**src/rtl/art_pkg.sv**
```systemverilog
`timescale 1ns / 1ps

package art_pkg;

  // Field and time widths.
  localparam int TIME_BITS     = 40;
  localparam int BLEND_STEP_MS = 16;
  localparam int RATE_W        = 17;
  localparam int W_W           = 16;
  localparam int QUOT_BITS     = 16;

  // Rate constants in Q2.14.
  localparam logic [RATE_W-1:0] RATE_ONE   = 17'd16384;
  localparam logic [RATE_W-1:0] RATE_MAX   = 17'd65536;
  localparam logic [RATE_W-1:0] RATE_FLOOR = 17'd819;
  localparam logic [RATE_W-1:0] ROUND_HALF = 17'd32768;

  // Blend weight limits in Q0.16 and the per-millisecond decay in Q0.32.
  localparam logic [W_W-1:0] W_MIN      = 16'd9830;
  localparam logic [W_W-1:0] W_MAX      = 16'd52429;
  localparam logic [63:0]    EXP_ONE_MS = 64'd4287814979;
  localparam logic [63:0]    Q32_ONE    = 64'h0000_0001_0000_0000;
  localparam int             WTAB_LIMIT = 1024;

  // Counter widths of the serial units.
  localparam int CMP_CNT_W = $clog2(TIME_BITS + 1);
  localparam int DIV_CNT_W = $clog2(QUOT_BITS + 1);
  localparam int MUL_CNT_W = $clog2(W_W + 1);

  // Status of the serial compare pass.
  typedef struct packed {
    logic work_lt;
    logic wall_lt;
    logic work_ne;
    logic elapsed_nz;
  } cmp_flags_t;

  // Rounded Q0.32 product.
  function automatic logic [63:0] q32_mul(input logic [63:0] a, input logic [63:0] b);
    logic [127:0] p;
    p = {64'd0, a} * {64'd0, b} + 128'h8000_0000;
    return p[95:32];
  endfunction

  // Decay over one table step, built by repeated one-millisecond products.
  function automatic logic [63:0] step_factor();
    logic [63:0] s;
    s = Q32_ONE;
    for (int i = 0; i < BLEND_STEP_MS; i++) begin
      s = q32_mul(s, EXP_ONE_MS);
    end
    return s;
  endfunction

  // Weight entry for a decay value x: round(65536 * (1 - x)), clamped.
  function automatic logic [W_W-1:0] wtab_round(input logic [63:0] x);
    logic [63:0] r;
    r = (Q32_ONE - x + 64'd32768) >> 16;
    if (r < 64'(W_MIN)) r = 64'(W_MIN);
    if (r > 64'(W_MAX)) r = 64'(W_MAX);
    return r[W_W-1:0];
  endfunction

  // Number of entries up to and including the first one at the upper limit.
  function automatic int wtab_count();
    logic [63:0] s;
    logic [63:0] x;
    int          n;
    logic        found;
    s     = step_factor();
    x     = Q32_ONE;
    n     = 0;
    found = 1'b0;
    for (int k = 0; k < WTAB_LIMIT; k++) begin
      if (!found) begin
        n = k + 1;
        if (wtab_round(x) >= W_MAX) found = 1'b1;
        else x = q32_mul(x, s);
      end
    end
    return n;
  endfunction

  localparam int WTAB_COUNT  = wtab_count();
  localparam int WTAB_IDX_W  = (WTAB_COUNT > 1) ? $clog2(WTAB_COUNT) : 1;
  localparam int STEP_LIMIT  = BLEND_STEP_MS * (WTAB_COUNT - 1);
  localparam int EL_W        = (STEP_LIMIT > 0) ? $clog2(STEP_LIMIT + 1) : 1;

  typedef logic [W_W-1:0] wtab_t [WTAB_COUNT];

  function automatic wtab_t wtab_build();
    wtab_t       t;
    logic [63:0] s;
    logic [63:0] x;
    s = step_factor();
    x = Q32_ONE;
    for (int k = 0; k < WTAB_COUNT; k++) begin
      t[k] = wtab_round(x);
      x    = q32_mul(x, s);
    end
    return t;
  endfunction

  localparam wtab_t WTAB = wtab_build();

endpackage

```
**src/rtl/art_serial_sub.sv**
```systemverilog
`timescale 1ns / 1ps

// Bit-serial subtraction of both clock pairs, least significant bit first.
module art_serial_sub (
  input  logic                             clk_i,
  input  logic                             rst_ni,
  input  logic                             start_i,
  input  logic signed [art_pkg::TIME_BITS-1:0] work_i,
  input  logic signed [art_pkg::TIME_BITS-1:0] prev_work_i,
  input  logic        [art_pkg::TIME_BITS-1:0] wall_i,
  input  logic        [art_pkg::TIME_BITS-1:0] prev_wall_i,
  output logic                             done_o,
  output art_pkg::cmp_flags_t              flags_o,
  output logic        [art_pkg::TIME_BITS:0]   delta_o,
  output logic        [art_pkg::TIME_BITS-1:0] elapsed_o
);
  import art_pkg::*;

  logic [TIME_BITS-1:0] a_q, b_q, c_q, d_q;
  logic [TIME_BITS-1:0] delta_q, elapsed_q;
  logic                 delta_top_q;
  logic                 bw_work_q, bw_wall_q;
  logic                 bw_work_d, bw_wall_d;
  logic                 dbit_work, dbit_wall, ext_bit;
  cmp_flags_t           flags_q;
  logic [CMP_CNT_W-1:0] cnt_q;
  logic                 done_q;

  always_comb begin
    dbit_work = a_q[0] ^ b_q[0] ^ bw_work_q;
    bw_work_d = (~a_q[0] & b_q[0]) | (~(a_q[0] ^ b_q[0]) & bw_work_q);
    dbit_wall = c_q[0] ^ d_q[0] ^ bw_wall_q;
    bw_wall_d = (~c_q[0] & d_q[0]) | (~(c_q[0] ^ d_q[0]) & bw_wall_q);
    // Sign-extension step of the workout difference: its sign means "less than".
    ext_bit   = a_q[0] ^ b_q[0] ^ bw_work_d;
  end

  always_ff @(posedge clk_i or negedge rst_ni) begin
    if (!rst_ni) begin
      cnt_q  <= '0;
      done_q <= 1'b0;
    end else begin
      done_q <= 1'b0;
      if (start_i) begin
        cnt_q <= CMP_CNT_W'(TIME_BITS);
      end else if (cnt_q != '0) begin
        cnt_q <= cnt_q - 1'b1;
        if (cnt_q == CMP_CNT_W'(1)) done_q <= 1'b1;
      end
    end
  end

  always_ff @(posedge clk_i) begin
    if (start_i) begin
      a_q       <= work_i;
      b_q       <= prev_work_i;
      c_q       <= wall_i;
      d_q       <= prev_wall_i;
      bw_work_q <= 1'b0;
      bw_wall_q <= 1'b0;
      flags_q   <= '0;
    end else if (cnt_q != '0) begin
      a_q                <= a_q >> 1;
      b_q                <= b_q >> 1;
      c_q                <= c_q >> 1;
      d_q                <= d_q >> 1;
      bw_work_q          <= bw_work_d;
      bw_wall_q          <= bw_wall_d;
      delta_q            <= {dbit_work, delta_q[TIME_BITS-1:1]};
      elapsed_q          <= {dbit_wall, elapsed_q[TIME_BITS-1:1]};
      flags_q.work_ne    <= flags_q.work_ne | dbit_work;
      flags_q.elapsed_nz <= flags_q.elapsed_nz | dbit_wall;
      if (cnt_q == CMP_CNT_W'(1)) begin
        flags_q.work_lt <= ext_bit;
        flags_q.wall_lt <= bw_wall_d;
        delta_top_q     <= ext_bit;
      end
    end
  end

  assign done_o    = done_q;
  assign flags_o   = flags_q;
  assign delta_o   = {delta_top_q, delta_q};
  assign elapsed_o = elapsed_q;

endmodule

```
**src/rtl/art_divider.sv**
```systemverilog
`timescale 1ns / 1ps

// Restoring divider, one quotient bit per cycle, giving delta / elapsed in
// Q2.14. It saturates at 4.0 when delta is at least four times elapsed.
module art_divider (
  input  logic                          clk_i,
  input  logic                          rst_ni,
  input  logic                          start_i,
  input  logic [art_pkg::TIME_BITS:0]   delta_i,
  input  logic [art_pkg::TIME_BITS-1:0] elapsed_i,
  output logic                          done_o,
  output logic [art_pkg::RATE_W-1:0]    quot_o
);
  import art_pkg::*;

  localparam int RW = TIME_BITS + 2;

  logic [RW-1:0]        rem_q;
  logic [TIME_BITS-1:0] div_q;
  logic [RATE_W-1:0]    quot_q;
  logic [DIV_CNT_W-1:0] cnt_q;
  logic                 done_q;
  logic                 sat;
  logic [RW-1:0]        twice_div;
  logic [RW-1:0]        rem_sub;
  logic [RW-1:0]        rem_sel;
  logic                 ge;

  always_comb begin
    sat       = {1'b0, delta_i[TIME_BITS:2]} >= elapsed_i;
    twice_div = {1'b0, div_q, 1'b0};
    ge        = rem_q >= twice_div;
    rem_sub   = rem_q - twice_div;
    rem_sel   = ge ? rem_sub : rem_q;
  end

  always_ff @(posedge clk_i or negedge rst_ni) begin
    if (!rst_ni) begin
      cnt_q  <= '0;
      done_q <= 1'b0;
    end else begin
      done_q <= 1'b0;
      if (start_i) begin
        if (sat) begin
          cnt_q  <= '0;
          done_q <= 1'b1;
        end else begin
          cnt_q <= DIV_CNT_W'(QUOT_BITS);
        end
      end else if (cnt_q != '0) begin
        cnt_q <= cnt_q - 1'b1;
        if (cnt_q == DIV_CNT_W'(1)) done_q <= 1'b1;
      end
    end
  end

  always_ff @(posedge clk_i) begin
    if (start_i) begin
      rem_q  <= {1'b0, delta_i};
      div_q  <= elapsed_i;
      quot_q <= sat ? RATE_MAX : '0;
    end else if (cnt_q != '0) begin
      rem_q  <= {rem_sel[RW-2:0], 1'b0};
      quot_q <= {quot_q[RATE_W-2:0], ge};
    end
  end

  assign done_o = done_q;
  assign quot_o = quot_q;

endmodule

```
**src/rtl/art_blender.sv**
```systemverilog
`timescale 1ns / 1ps

// Serial shift-add blend: rate * (1 - w) + measured * w, one weight bit per
// cycle from the most significant end, rounded half up at the end.
module art_blender (
  input  logic                       clk_i,
  input  logic                       rst_ni,
  input  logic                       start_i,
  input  logic [art_pkg::RATE_W-1:0] rate_i,
  input  logic [art_pkg::RATE_W-1:0] meas_i,
  input  logic [art_pkg::W_W-1:0]    weight_i,
  output logic                       done_o,
  output logic [art_pkg::RATE_W-1:0] blend_o
);
  import art_pkg::*;

  localparam int AW = 2 * W_W + 1;

  logic [W_W-1:0]       wm_q;
  logic [W_W-1:0]       wr_q;
  logic [AW-1:0]        acc_q;
  logic [AW-1:0]        acc_sum;
  logic [AW-1:0]        rounded;
  logic [MUL_CNT_W-1:0] cnt_q;
  logic                 done_q;
  logic [RATE_W-1:0]    weight_comp;

  always_comb begin
    weight_comp = RATE_MAX - {1'b0, weight_i};
    acc_sum     = {acc_q[AW-2:0], 1'b0}
                + (wm_q[W_W-1] ? AW'(meas_i) : '0)
                + (wr_q[W_W-1] ? AW'(rate_i) : '0);
    rounded     = acc_q + AW'(ROUND_HALF);
  end

  always_ff @(posedge clk_i or negedge rst_ni) begin
    if (!rst_ni) begin
      cnt_q  <= '0;
      done_q <= 1'b0;
    end else begin
      done_q <= 1'b0;
      if (start_i) begin
        cnt_q <= MUL_CNT_W'(W_W);
      end else if (cnt_q != '0) begin
        cnt_q <= cnt_q - 1'b1;
        if (cnt_q == MUL_CNT_W'(1)) done_q <= 1'b1;
      end
    end
  end

  always_ff @(posedge clk_i) begin
    if (start_i) begin
      wm_q  <= weight_i;
      wr_q  <= weight_comp[W_W-1:0];
      acc_q <= '0;
    end else if (cnt_q != '0) begin
      wm_q  <= {wm_q[W_W-2:0], 1'b0};
      wr_q  <= {wr_q[W_W-2:0], 1'b0};
      acc_q <= acc_sum;
    end
  end

  assign done_o  = done_q;
  assign blend_o = rounded[AW-1:W_W];

endmodule

```
**src/rtl/adaptive_rate_tracker.sv**
```systemverilog
// Flow: one item at a time; the next is accepted the cycle after the result
// is registered, and the result waits in S_EMIT while the output is full.
// Reset: asynchronous, active low; clears control state and loads rate 1.0.
`timescale 1ns / 1ps

// The block follows how fast a workout clock runs against the wall clock.
// Every sample goes through up to three serial units in turn:
//  - a bit-serial pass that subtracts both clock pairs one bit per cycle
//    and yields the deltas plus the "went backwards" and "changed" flags,
//  - a restoring divider that forms the measured ratio one bit per cycle,
//  - a shift-add unit that blends that ratio into the running rate.
// Samples that re-arm, stop, or leave either clock unchanged skip the last
// two units. The result is registered, so a finished item can wait at the
// output while the interface stays well defined.
module adaptive_rate_tracker (
  input  logic                                 clk_i,
  input  logic                                 rst_ni,
  input  logic                                 in_valid_i,
  output logic                                 in_ready_o,
  input  logic signed [art_pkg::TIME_BITS-1:0] workout_time_ms_i,
  input  logic        [art_pkg::TIME_BITS-1:0] monotonic_time_ms_i,
  input  logic                                 motion_known_i,
  input  logic                                 moving_i,
  output logic                                 out_valid_o,
  input  logic                                 out_ready_i,
  output logic        [art_pkg::RATE_W-1:0]    rate_o,
  input  logic                                 cfg_we_i,
  input  logic        [art_pkg::RATE_W-1:0]    cfg_wdata_i
);
  import art_pkg::*;

  typedef enum logic [5:0] {
    S_IDLE   = 6'b000001,
    S_CMP    = 6'b000010,
    S_DECIDE = 6'b000100,
    S_DIV    = 6'b001000,
    S_MUL    = 6'b010000,
    S_EMIT   = 6'b100000
  } state_e;

  state_e                      state_q;
  logic                        armed_q;
  logic signed [TIME_BITS-1:0] prev_work_q;
  logic        [TIME_BITS-1:0] prev_wall_q;
  logic        [RATE_W-1:0]    rate_now_q;
  logic        [RATE_W-1:0]    rate_moving_q;
  logic                        out_valid_q;
  logic        [RATE_W-1:0]    out_rate_q;

  // Sample held for the length of its processing.
  logic signed [TIME_BITS-1:0] work_q;
  logic        [TIME_BITS-1:0] wall_q;
  logic                        known_q;
  logic                        moving_q;
  logic        [W_W-1:0]       weight_q;

  logic                        in_accept;
  logic                        cmp_done;
  cmp_flags_t                  flags;
  logic        [TIME_BITS:0]   delta;
  logic        [TIME_BITS-1:0] elapsed;
  logic                        div_start;
  logic                        div_done;
  logic        [RATE_W-1:0]    quot;
  logic                        mul_start;
  logic                        mul_done;
  logic        [RATE_W-1:0]    blend;

  logic                        rearm;
  logic                        stop;
  logic                        go_blend;
  logic        [RATE_W-1:0]    rate_eff;
  logic        [RATE_W-1:0]    cfg_rate;
  logic        [WTAB_IDX_W-1:0] w_idx;

  assign in_accept = in_valid_i && (state_q == S_IDLE);

  always_comb begin
    // A missing baseline or either clock running backwards starts over.
    rearm    = !armed_q || flags.wall_lt || flags.work_lt;
    stop     = known_q && !moving_q;
    go_blend = !rearm && !stop && flags.work_ne && flags.elapsed_nz;

    // A restart from standstill resumes at the remembered rate, at least 0.05.
    if (known_q && moving_q && (rate_now_q == '0)) begin
      rate_eff = (rate_moving_q > RATE_FLOOR) ? rate_moving_q : RATE_FLOOR;
    end else begin
      rate_eff = rate_now_q;
    end

    cfg_rate = (cfg_wdata_i > RATE_MAX) ? RATE_MAX : cfg_wdata_i;

    // Weight index is elapsed / step, held at the last table entry.
    if (elapsed >= TIME_BITS'(STEP_LIMIT)) begin
      w_idx = WTAB_IDX_W'(WTAB_COUNT - 1);
    end else begin
      w_idx = WTAB_IDX_W'(elapsed[EL_W-1:0] / BLEND_STEP_MS);
    end
  end

  assign div_start = (state_q == S_DECIDE) && go_blend;
  assign mul_start = (state_q == S_DIV) && div_done;

  art_serial_sub u_sub (
    .clk_i       (clk_i),
    .rst_ni      (rst_ni),
    .start_i     (in_accept),
    .work_i      (workout_time_ms_i),
    .prev_work_i (prev_work_q),
    .wall_i      (monotonic_time_ms_i),
    .prev_wall_i (prev_wall_q),
    .done_o      (cmp_done),
    .flags_o     (flags),
    .delta_o     (delta),
    .elapsed_o   (elapsed)
  );

  art_divider u_div (
    .clk_i     (clk_i),
    .rst_ni    (rst_ni),
    .start_i   (div_start),
    .delta_i   (delta),
    .elapsed_i (elapsed),
    .done_o    (div_done),
    .quot_o    (quot)
  );

  art_blender u_blend (
    .clk_i    (clk_i),
    .rst_ni   (rst_ni),
    .start_i  (mul_start),
    .rate_i   (rate_now_q),
    .meas_i   (quot),
    .weight_i (weight_q),
    .done_o   (mul_done),
    .blend_o  (blend)
  );

  // Control state and the tracker's stored values.
  always_ff @(posedge clk_i or negedge rst_ni) begin
    if (!rst_ni) begin
      state_q       <= S_IDLE;
      armed_q       <= 1'b0;
      prev_work_q   <= '0;
      prev_wall_q   <= '0;
      rate_now_q    <= RATE_ONE;
      rate_moving_q <= RATE_ONE;
      out_valid_q   <= 1'b0;
    end else begin
      // A new result takes the output register as soon as it is free or
      // being emptied; otherwise an accepted result simply leaves it.
      if ((state_q == S_EMIT) && (!out_valid_q || out_ready_i)) begin
        out_valid_q <= 1'b1;
      end else if (out_ready_i) begin
        out_valid_q <= 1'b0;
      end

      case (state_q)
        S_IDLE: begin
          if (in_valid_i) state_q <= S_CMP;
        end
        S_CMP: begin
          if (cmp_done) state_q <= S_DECIDE;
        end
        S_DECIDE: begin
          state_q <= go_blend ? S_DIV : S_EMIT;
          if (rearm) begin
            // Negative workout time is stored as zero on re-arm.
            armed_q     <= 1'b1;
            prev_work_q <= work_q[TIME_BITS-1] ? '0 : work_q;
            prev_wall_q <= wall_q;
            if (stop) rate_now_q <= '0;
          end else if (stop) begin
            if (rate_now_q != '0) rate_moving_q <= rate_now_q;
            rate_now_q  <= '0;
            prev_work_q <= work_q;
            prev_wall_q <= wall_q;
          end else begin
            rate_now_q <= rate_eff;
            // Times are kept only when the workout clock actually moved.
            if (flags.work_ne) begin
              prev_work_q <= work_q;
              prev_wall_q <= wall_q;
            end
          end
        end
        S_DIV: begin
          if (div_done) state_q <= S_MUL;
        end
        S_MUL: begin
          if (mul_done) begin
            rate_now_q <= blend;
            if (blend != '0) rate_moving_q <= blend;
            state_q <= S_EMIT;
          end
        end
        S_EMIT: begin
          if (!out_valid_q || out_ready_i) begin
            state_q <= S_IDLE;
          end
        end
        default: begin
          state_q <= S_IDLE;
        end
      endcase

      // Writing the start rate re-arms the tracker.
      if (cfg_we_i) begin
        armed_q       <= 1'b0;
        prev_work_q   <= '0;
        prev_wall_q   <= '0;
        rate_now_q    <= cfg_rate;
        rate_moving_q <= (cfg_rate != '0) ? cfg_rate : RATE_ONE;
      end
    end
  end

  // Sample and result payload.
  always_ff @(posedge clk_i) begin
    if (in_accept) begin
      work_q   <= workout_time_ms_i;
      wall_q   <= monotonic_time_ms_i;
      known_q  <= motion_known_i;
      moving_q <= moving_i;
    end
    if (state_q == S_DECIDE) weight_q <= WTAB[w_idx];
    if ((state_q == S_EMIT) && (!out_valid_q || out_ready_i)) out_rate_q <= rate_now_q;
  end

  assign in_ready_o  = (state_q == S_IDLE);
  assign out_valid_o = out_valid_q;
  assign rate_o      = out_rate_q;

endmodule

```
**config.mk**
```make
export PLATFORM = sky130hd
export DESIGN_NAME = adaptive_rate_tracker
export DESIGN_NICKNAME = d
export VERILOG_FILES = /design/src/rtl/art_pkg.sv /design/src/rtl/art_serial_sub.sv /design/src/rtl/art_divider.sv /design/src/rtl/art_blender.sv /design/src/rtl/adaptive_rate_tracker.sv
export SDC_FILE = /design/constraint.sdc
export NUM_CORES = 1
export LEC_CHECK = 0
export ABC_AREA = 1
export BUFFER_PORTS_ARGS = -buffer_cell sky130_fd_sc_hd__buf_2
export CAP_MARGIN = 20
export CORE_MARGIN = 8
export CORE_UTILIZATION = 50
export DETAILED_ROUTE_END_ITERATION = 8
export GPL_ROUTABILITY_DRIVEN = 0
export PLACE_DENSITY = 0.7
export SLEW_MARGIN = 0
export SYNTH_ARGS = -nofsm -noshare
export SYNTH_HDL_FRONTEND = slang
export SYNTH_SLANG_ARGS = --single-unit
export TNS_END_PERCENT = 5
```
**constraint.sdc**
```tcl
create_clock -name clk_i -period 8.16 [get_ports clk_i]
set_input_delay 1.632 -clock clk_i [delete_from_list [all_inputs] [get_ports clk_i]]
set_output_delay 1.632 -clock clk_i [all_outputs]
set_load 0.1 [all_outputs]
```
# After elaboration in Yosys (flattened, before gate mapping)

Memory sizes are Yosys's and may differ from the RTL's. A register that Yosys moved wholly into a read port is not among the register bits.
Index checks and enable logic that the tools add are counted.

Register bits after elaboration: 651
Bits in read-only memories: 1024
Input bits: 104
Output and inout bits: 19
Memories kept: 1

Memory list:

| memory          | depth | width | rd ports | clocked after Yosys merged registers in | write ports | line                         | RTL |
|---|---|---|---|---|---|---|---|
| (no name shown) | 64    | 16    | 1        | 1                                       | 0           | adaptive_rate_tracker.sv:226 | `if (state_q == S_DECIDE) weight_q <= WTAB[w_idx];` |

Add/subtract/negate cells: 8
Order comparisons: 5
Equality and inequality tests: 21
Mux-type cells: 78
Bitwise logic cells: 19
Reductions and logical operators: 41

Operator list:

| kind                                                             | number |
|---|---|
| two-way mux 40 bit                                               | 18 |
| two-way mux 17 bit                                               | 20 |
| two-way mux 41 bit                                               | 3 |
| one-hot mux 17 bit (2 select lines)                              | 2 |
| adder 33 bit                                                     | 2 |
| two-way mux 16 bit                                               | 4 |
| two-way mux 6 bit                                                | 9 |
| nonzero test 17 bit                                              | 3 |
| >= comparator 42 x 41 -> 1 bit                                   | 1 |
| subtractor 41 bit                                                | 1 |
| >= comparator 39 x 40 -> 1 bit                                   | 1 |
| >= comparator 40 x 10 -> 1 bit (second input constant)           | 1 |
| two-way mux 39 bit                                               | 1 |
| one-hot mux 6 bit (6 select lines)                               | 1 |
| adder 33 x 16 -> 33 bit (second input constant)                  | 1 |
| two-way mux 5 bit                                                | 5 |
| greater-than comparator 17 x 10 -> 1 bit (second input constant) | 1 |
| greater-than comparator 17 bit (second input constant)           | 1 |
| zero test 17 bit                                                 | 1 |
| subtractor 1 x 16 -> 16 bit (first input constant)               | 1 |
| two-way mux 1 bit                                                | 15 |
| == test 6 x 1 -> 1 bit (second input constant)                   | 2 |
| nonzero test 2 bit                                               | 6 |
| == test 5 x 1 -> 1 bit (second input constant)                   | 2 |
| 29 further kinds                                                 | 70 |

# Depth between registers and ports, before layout

Depth after elaboration: 9
Mapped depth: 18

# Hierarchy

A second synthesis with hierarchy kept.

Cell total of the unflattened synthesis: 4041
Area total of the unflattened synthesis: 35176.2 um^2

By module, submodules not included:

| module                | instances | cells each | area an instance (um^2) | seq. area each (um^2) |
|---|---|---|---|---|
| adaptive_rate_tracker | 1         | 1122       | 10829.1                 | 6510.0 |
| art_serial_sub        | 1         | 833        | 9939.5                  | 7532.2 |
| art_divider           | 1         | 1240       | 8703.3                  | 3113.0 |
| art_blender           | 1         | 846        | 5704.2                  | 1741.7 |

# Worst setup path after synthesis

No wires, ideal clock.

Kind: input-to-reg
Start point: input in_valid_i
End point: register u_sub.cnt_q[1]
Library setup time: 149 ps
Arrival time: 5765 ps
Data required time: 8011 ps
Slack: 2246 ps
Cell stages on the path: 5
Path buffers: 0
Cells stage by stage: inv_1 > nor2_2 > nor2_1 > inv_1 > o22ai_1

Word-level cells in the longest chain between the ends: 2

RTL lines:

| element                                                        | line                        | RTL |
|---|---|---|
| start: declaration                                             | adaptive_rate_tracker.sv:18 | `input logic in_valid_i,` |
| logical AND 1 bit (*)                                          | adaptive_rate_tracker.sv:76 | `assign in_accept = in_valid_i && (state_q == S_IDLE);` |
| two-way mux 6 bit / nonzero test 2 bit (equally long branches) | n/a                         |  |
| end signal: assignment                                         | art_serial_sub.sv:45        | `cnt_q <= CMP_CNT_W'(TIME_BITS);` |
| end signal: assignment                                         | art_serial_sub.sv:47        | `cnt_q <= cnt_q - 1'b1;` |
| end: declaration                                               | art_serial_sub.sv:26        | `logic [CMP_CNT_W-1:0] cnt_q;` |

Mark *: on every way between the ends. The rest lies on a longest branch, timed or not.
A chain may end at the register's enable or synchronous reset.

# Worst setup path in the final report

Start point: register u_div.rem_q[25]
End point: register u_div.rem_q[34], data pin

Word-level cells in the longest chain between the ends: 4

RTL lines:

| element                                                                    | line                                 | RTL |
|---|---|---|
| start: declaration                                                         | art_divider.sv:18                    | `logic [RW-1:0] rem_q;` |
| start signal: assignment                                                   | art_divider.sv:59                    | `rem_q <= {1'b0, delta_i};` |
| start signal: assignment                                                   | art_divider.sv:63                    | `rem_q <= {rem_sel[RW-2:0], 1'b0};` |
| subtractor 41 bit / >= comparator 42 x 41 -> 1 bit (equally long branches) | art_divider.sv:33, art_divider.sv:32 |  |
| two-way mux 41 bit (*)                                                     | art_divider.sv:34                    | `rem_sel = ge ? rem_sub : rem_q;` |
| two-way mux 41 bit (*)                                                     | art_divider.sv:62                    | `end else if (cnt_q != '0) begin` |
| two-way mux 41 bit (*)                                                     | art_divider.sv:58                    | `if (start_i) begin` |

Mark *: on every way between the ends. The rest lies on a longest branch, timed or not. The select of a mux whose other input is x is not followed.

==> results.cfg <==
[sta]
rsz0062_at_grt = no
layout_setup_ws_ns = 3.795
holdWs_ns = 0.4519
hold_violations = 0
setup-tns-final_ns = 0
relSlewSlack_pct = 28.17
fmax_mhz = 229.1
fin_crit_ns = 4.365
min_period_over_period_pct = 53.50
worst_pin_slew_ns = 1.074
report.final.setup_viol = 0
finClkSkew_ns = 0.04739
drv_slew = 0

[placed_design]
hpwl_mm = 54.99
pre_cts_slack_ns = 3.266
dpl-instance-area_sq_um = 36010
place_inst = 4929
port_buffers = 122

[detailed_routing]
vias_per_cell = 5.267
initialDrtViolationCount = 2477
avgRoutedWirePerCell_um = 15.90
antenna_left = 0
drcViolationCount = 0
vias = 26710
first_pass_iters = 6
wl_mm = 80.63

[critical_path]
worst-path-buf-inv = 1
r2r_setup_slack_ns = 3.79
slowest_stage = nand2_2
crit_type = reg2reg
critPathTopFamily = simple AND/OR/NAND/NOR gates
worstReg2RegEnd = u_div.rem_q[34]
reg2reg_depth = 12
worstReg2RegStart = u_div.rem_q[25]
critical_path.max_stage_delay_ns = 0.89
cpMostUsedCell = nand2_1
crit_chain = ha_1 -> nand2_1 -> inv_1 -> a21oi_1 -> a21boi_0 -> nand3_1 -> nand2_1 -> nand2_2 -> nand2_1 -> nand2_1 -> o21ai_1 -> nand2_1
endpoint_kind = flip-flop
cp.arrival_ns = 4.74
crit_start = u_div.rem_q[25]
cp.required_ns = 8.53
startpoint_type = flip-flop
path_depth = 12
path_max_fanout = 51
crit_end = u_div.rem_q[34]

[cts]
cts_tree = yes
cts_buffer_depth = 3
numCtsBuffers = 74
clockRootBuffer = clkbuf_16
cts-hold-fix-buffers = 0
clkTransAtPathRegs_ns = 0.06
postCtsResizedCells = 0
postCtsSetupBuffers = 0
cts.sinks = 666
htree_num_levels = 3
insertion_delay_ns = 0.63

[synth]
ys_seq_elements = 666
synth_edf_count = 485
synth_fp_nets = 4229
synth.distinct_cells = 55
yosys_warnings = 0
synth.top_cells.by_area = edfxtp_1 42%, nand2_1 14%, dfrtp_1 10%, inv_1 5.8%, ha_1 4.1%
async_flop_share_pct = 21.17
netlist_instances = 3990
mappedNetlistArea_sq_um = 34590
netlist.area_leader.share_pct = 42.11
syn_avg_cell_area_sq_um = 8.668
synth_top_cell_by_area = edfxtp_1
seq_area_frac_synth_pct = 54.64
ys.flop_type = edfxtp_1

[finish]
fin_nets = 4317
drive_gt1_share_pct = 7.707
syn_to_final_growth_pct = 11.49
final_cells = 5070
utilization_pct = 56.22
finalInstanceArea_sq_um = 38560
diodes = 0

[grt]
grt_remaining_overflow = 0
grt_pass1_wl_mm = 131.9
track_usage_pct = 20.53
grt_max_degree = 124
top_usage_layer = met2
use_met3_pct = 3.823
antenna_found_initial = 0
met2_usage_pct = 33.06
grt_pass1_vias = 25710
met1_usage_pct = 28.06

[floorplanning]
core_region_area_sq_um = 68590
io_pins = 123
fp.dieH_um = 279.0
initial_utilization_pct = 50.43
die_x_um = 279.0
fp.dieArea_sq_um = 77850
rows = 96

[power]
power_density_nw_per_um2 = 371.8
power.total_mw = 14.34
ir_worst_vdd_uv = 209.8
p_leak_nw = 17.82

[worst_hold_path]
min_path_type = reg2reg

[job]
drv_cap = 0

[outcome]
status = finished clean
-- state kept, by name, indices dropped and copies added (netlist names), 33 cells and up --
signal / count
prev_wall_q: 40
prev_work_q: 40
u_blend.acc_q: 33
u_div.div_q: 40
u_div.rem_q: 42
u_sub.a_q: 40
u_sub.b_q: 40
u_sub.c_q: 40
u_sub.d_q: 40
u_sub.delta_q: 40
u_sub.elapsed_o: 40
wall_q: 40
work_q: 40
-- worst min path at each step --
stage	startpoint	to	slack [ns]	depth (start not counted)
6_report	u_sub.delta_q[1]	u_sub.delta_q[0]	0.45	0
5_1_grt	u_sub.delta_q[1]	u_sub.delta_q[0]	0.47	0
4_1_cts	u_sub.delta_q[1]	u_sub.delta_q[0]	0.46	0
3_5_place_dp	u_sub.flags_o[2]	u_sub.flags_o[2]	0.45	2
3_3_place_gp	u_sub.delta_q[2]	u_sub.delta_q[1]	0.44	0
2_1_floorplan	u_sub.delta_q[2]	u_sub.delta_q[1]	0.43	0
-- logic make-up (layout without fill, tap and decap cells) --
kind of cell / Yosys count / count (layout) / synth area share, %
simple gates: 1950 / 1950 / 23.20
buf+inv: 690 / 839 / 7.720
flops: 666 / 666 / 54.64
compound gates: 497 / 497 / 7.789
fa+ha+maj: 135 / 135 / 5.340
xor+xnor: 52 / 52 / 1.317
-- metal layers --
| layer | routed length [um] | up-vias | share of wire [%] |
|---|---|---|---|
| li1 | - | 13180 | - |
| met1 | 35730 | 12470 | 44 |
| met2 | 36880 | 884 | 46 |
| met3 | 5432 | 177 | 6.7 |
| met4 | 2580 | 0 | 3.2 |
| met5 | 0 | - | 0 |
-- worst reg2reg max path: stages (launching register included) --
cell and delay [ns]:
edfxtp_1 0.38, ha_1 0.36, nand2_1 0.16, inv_1 0.05
a21oi_1 0.21, a21boi_0 0.27, nand3_1 0.17, nand2_1 0.75
nand2_2 0.90, nand2_1 0.63, nand2_1 0.10, o21ai_1 0.10
nand2_1 0.06
-- placed cells by master (no fill, tap or decap), drive strengths merged, types with 25 or more instances in the layout --
cell type and instances:
xor2 27, clkbuf 105, ha 114, xnor2 25
o21ai 258, buf 148, dfxtp 40, clkinv 30
nand4 36, dfrtp 138, edfxtp 485, a21oi 146
nand3 275, nor2 288, nand2 1288, inv 550
o22ai 43
-- where the power goes --
part	switching, mW	internal (mW)	total (mW)	leakage [nW]
Clock	1.40	1.90	3.30	1.19
Sequential	0.684	5.18	5.87	7.30
Combinational	3.40	1.77	5.17	9.33
Total	5.49	8.85	14.3	17.8
-- cell usage after synthesis, drive strengths merged (3+ instances only) --
cell type / instances
fa: 21
clkinv: 5
nand3b: 23
a31oi: 3
o21ai: 258
or2: 6
buf: 47
nor2: 288
xor2: 27
nor3: 24
dfstp: 3
nand3: 275
o21a: 4
clkbuf: 89
ha: 114
nor4: 6
xnor2: 25
nand4: 36
edfxtp: 485
o211ai: 15
dfrtp: 138
a21o: 9
inv: 549
o21bai: 6
a21oi: 146
o22ai: 43
dfxtp: 40
nand2: 1288
-- layout make-up --
cell class                 count  area, sq um
tap                          931         1165
multi-input combinational   2634        13060
inverter                     554         2090
clock buffer                 105         2078
clock inverter                32        381.6
timing repair buffer         148        889.6
fill                        6134        30030
sequential                   666        18900
Note: power is estimated with default switching activity, not from simulation.
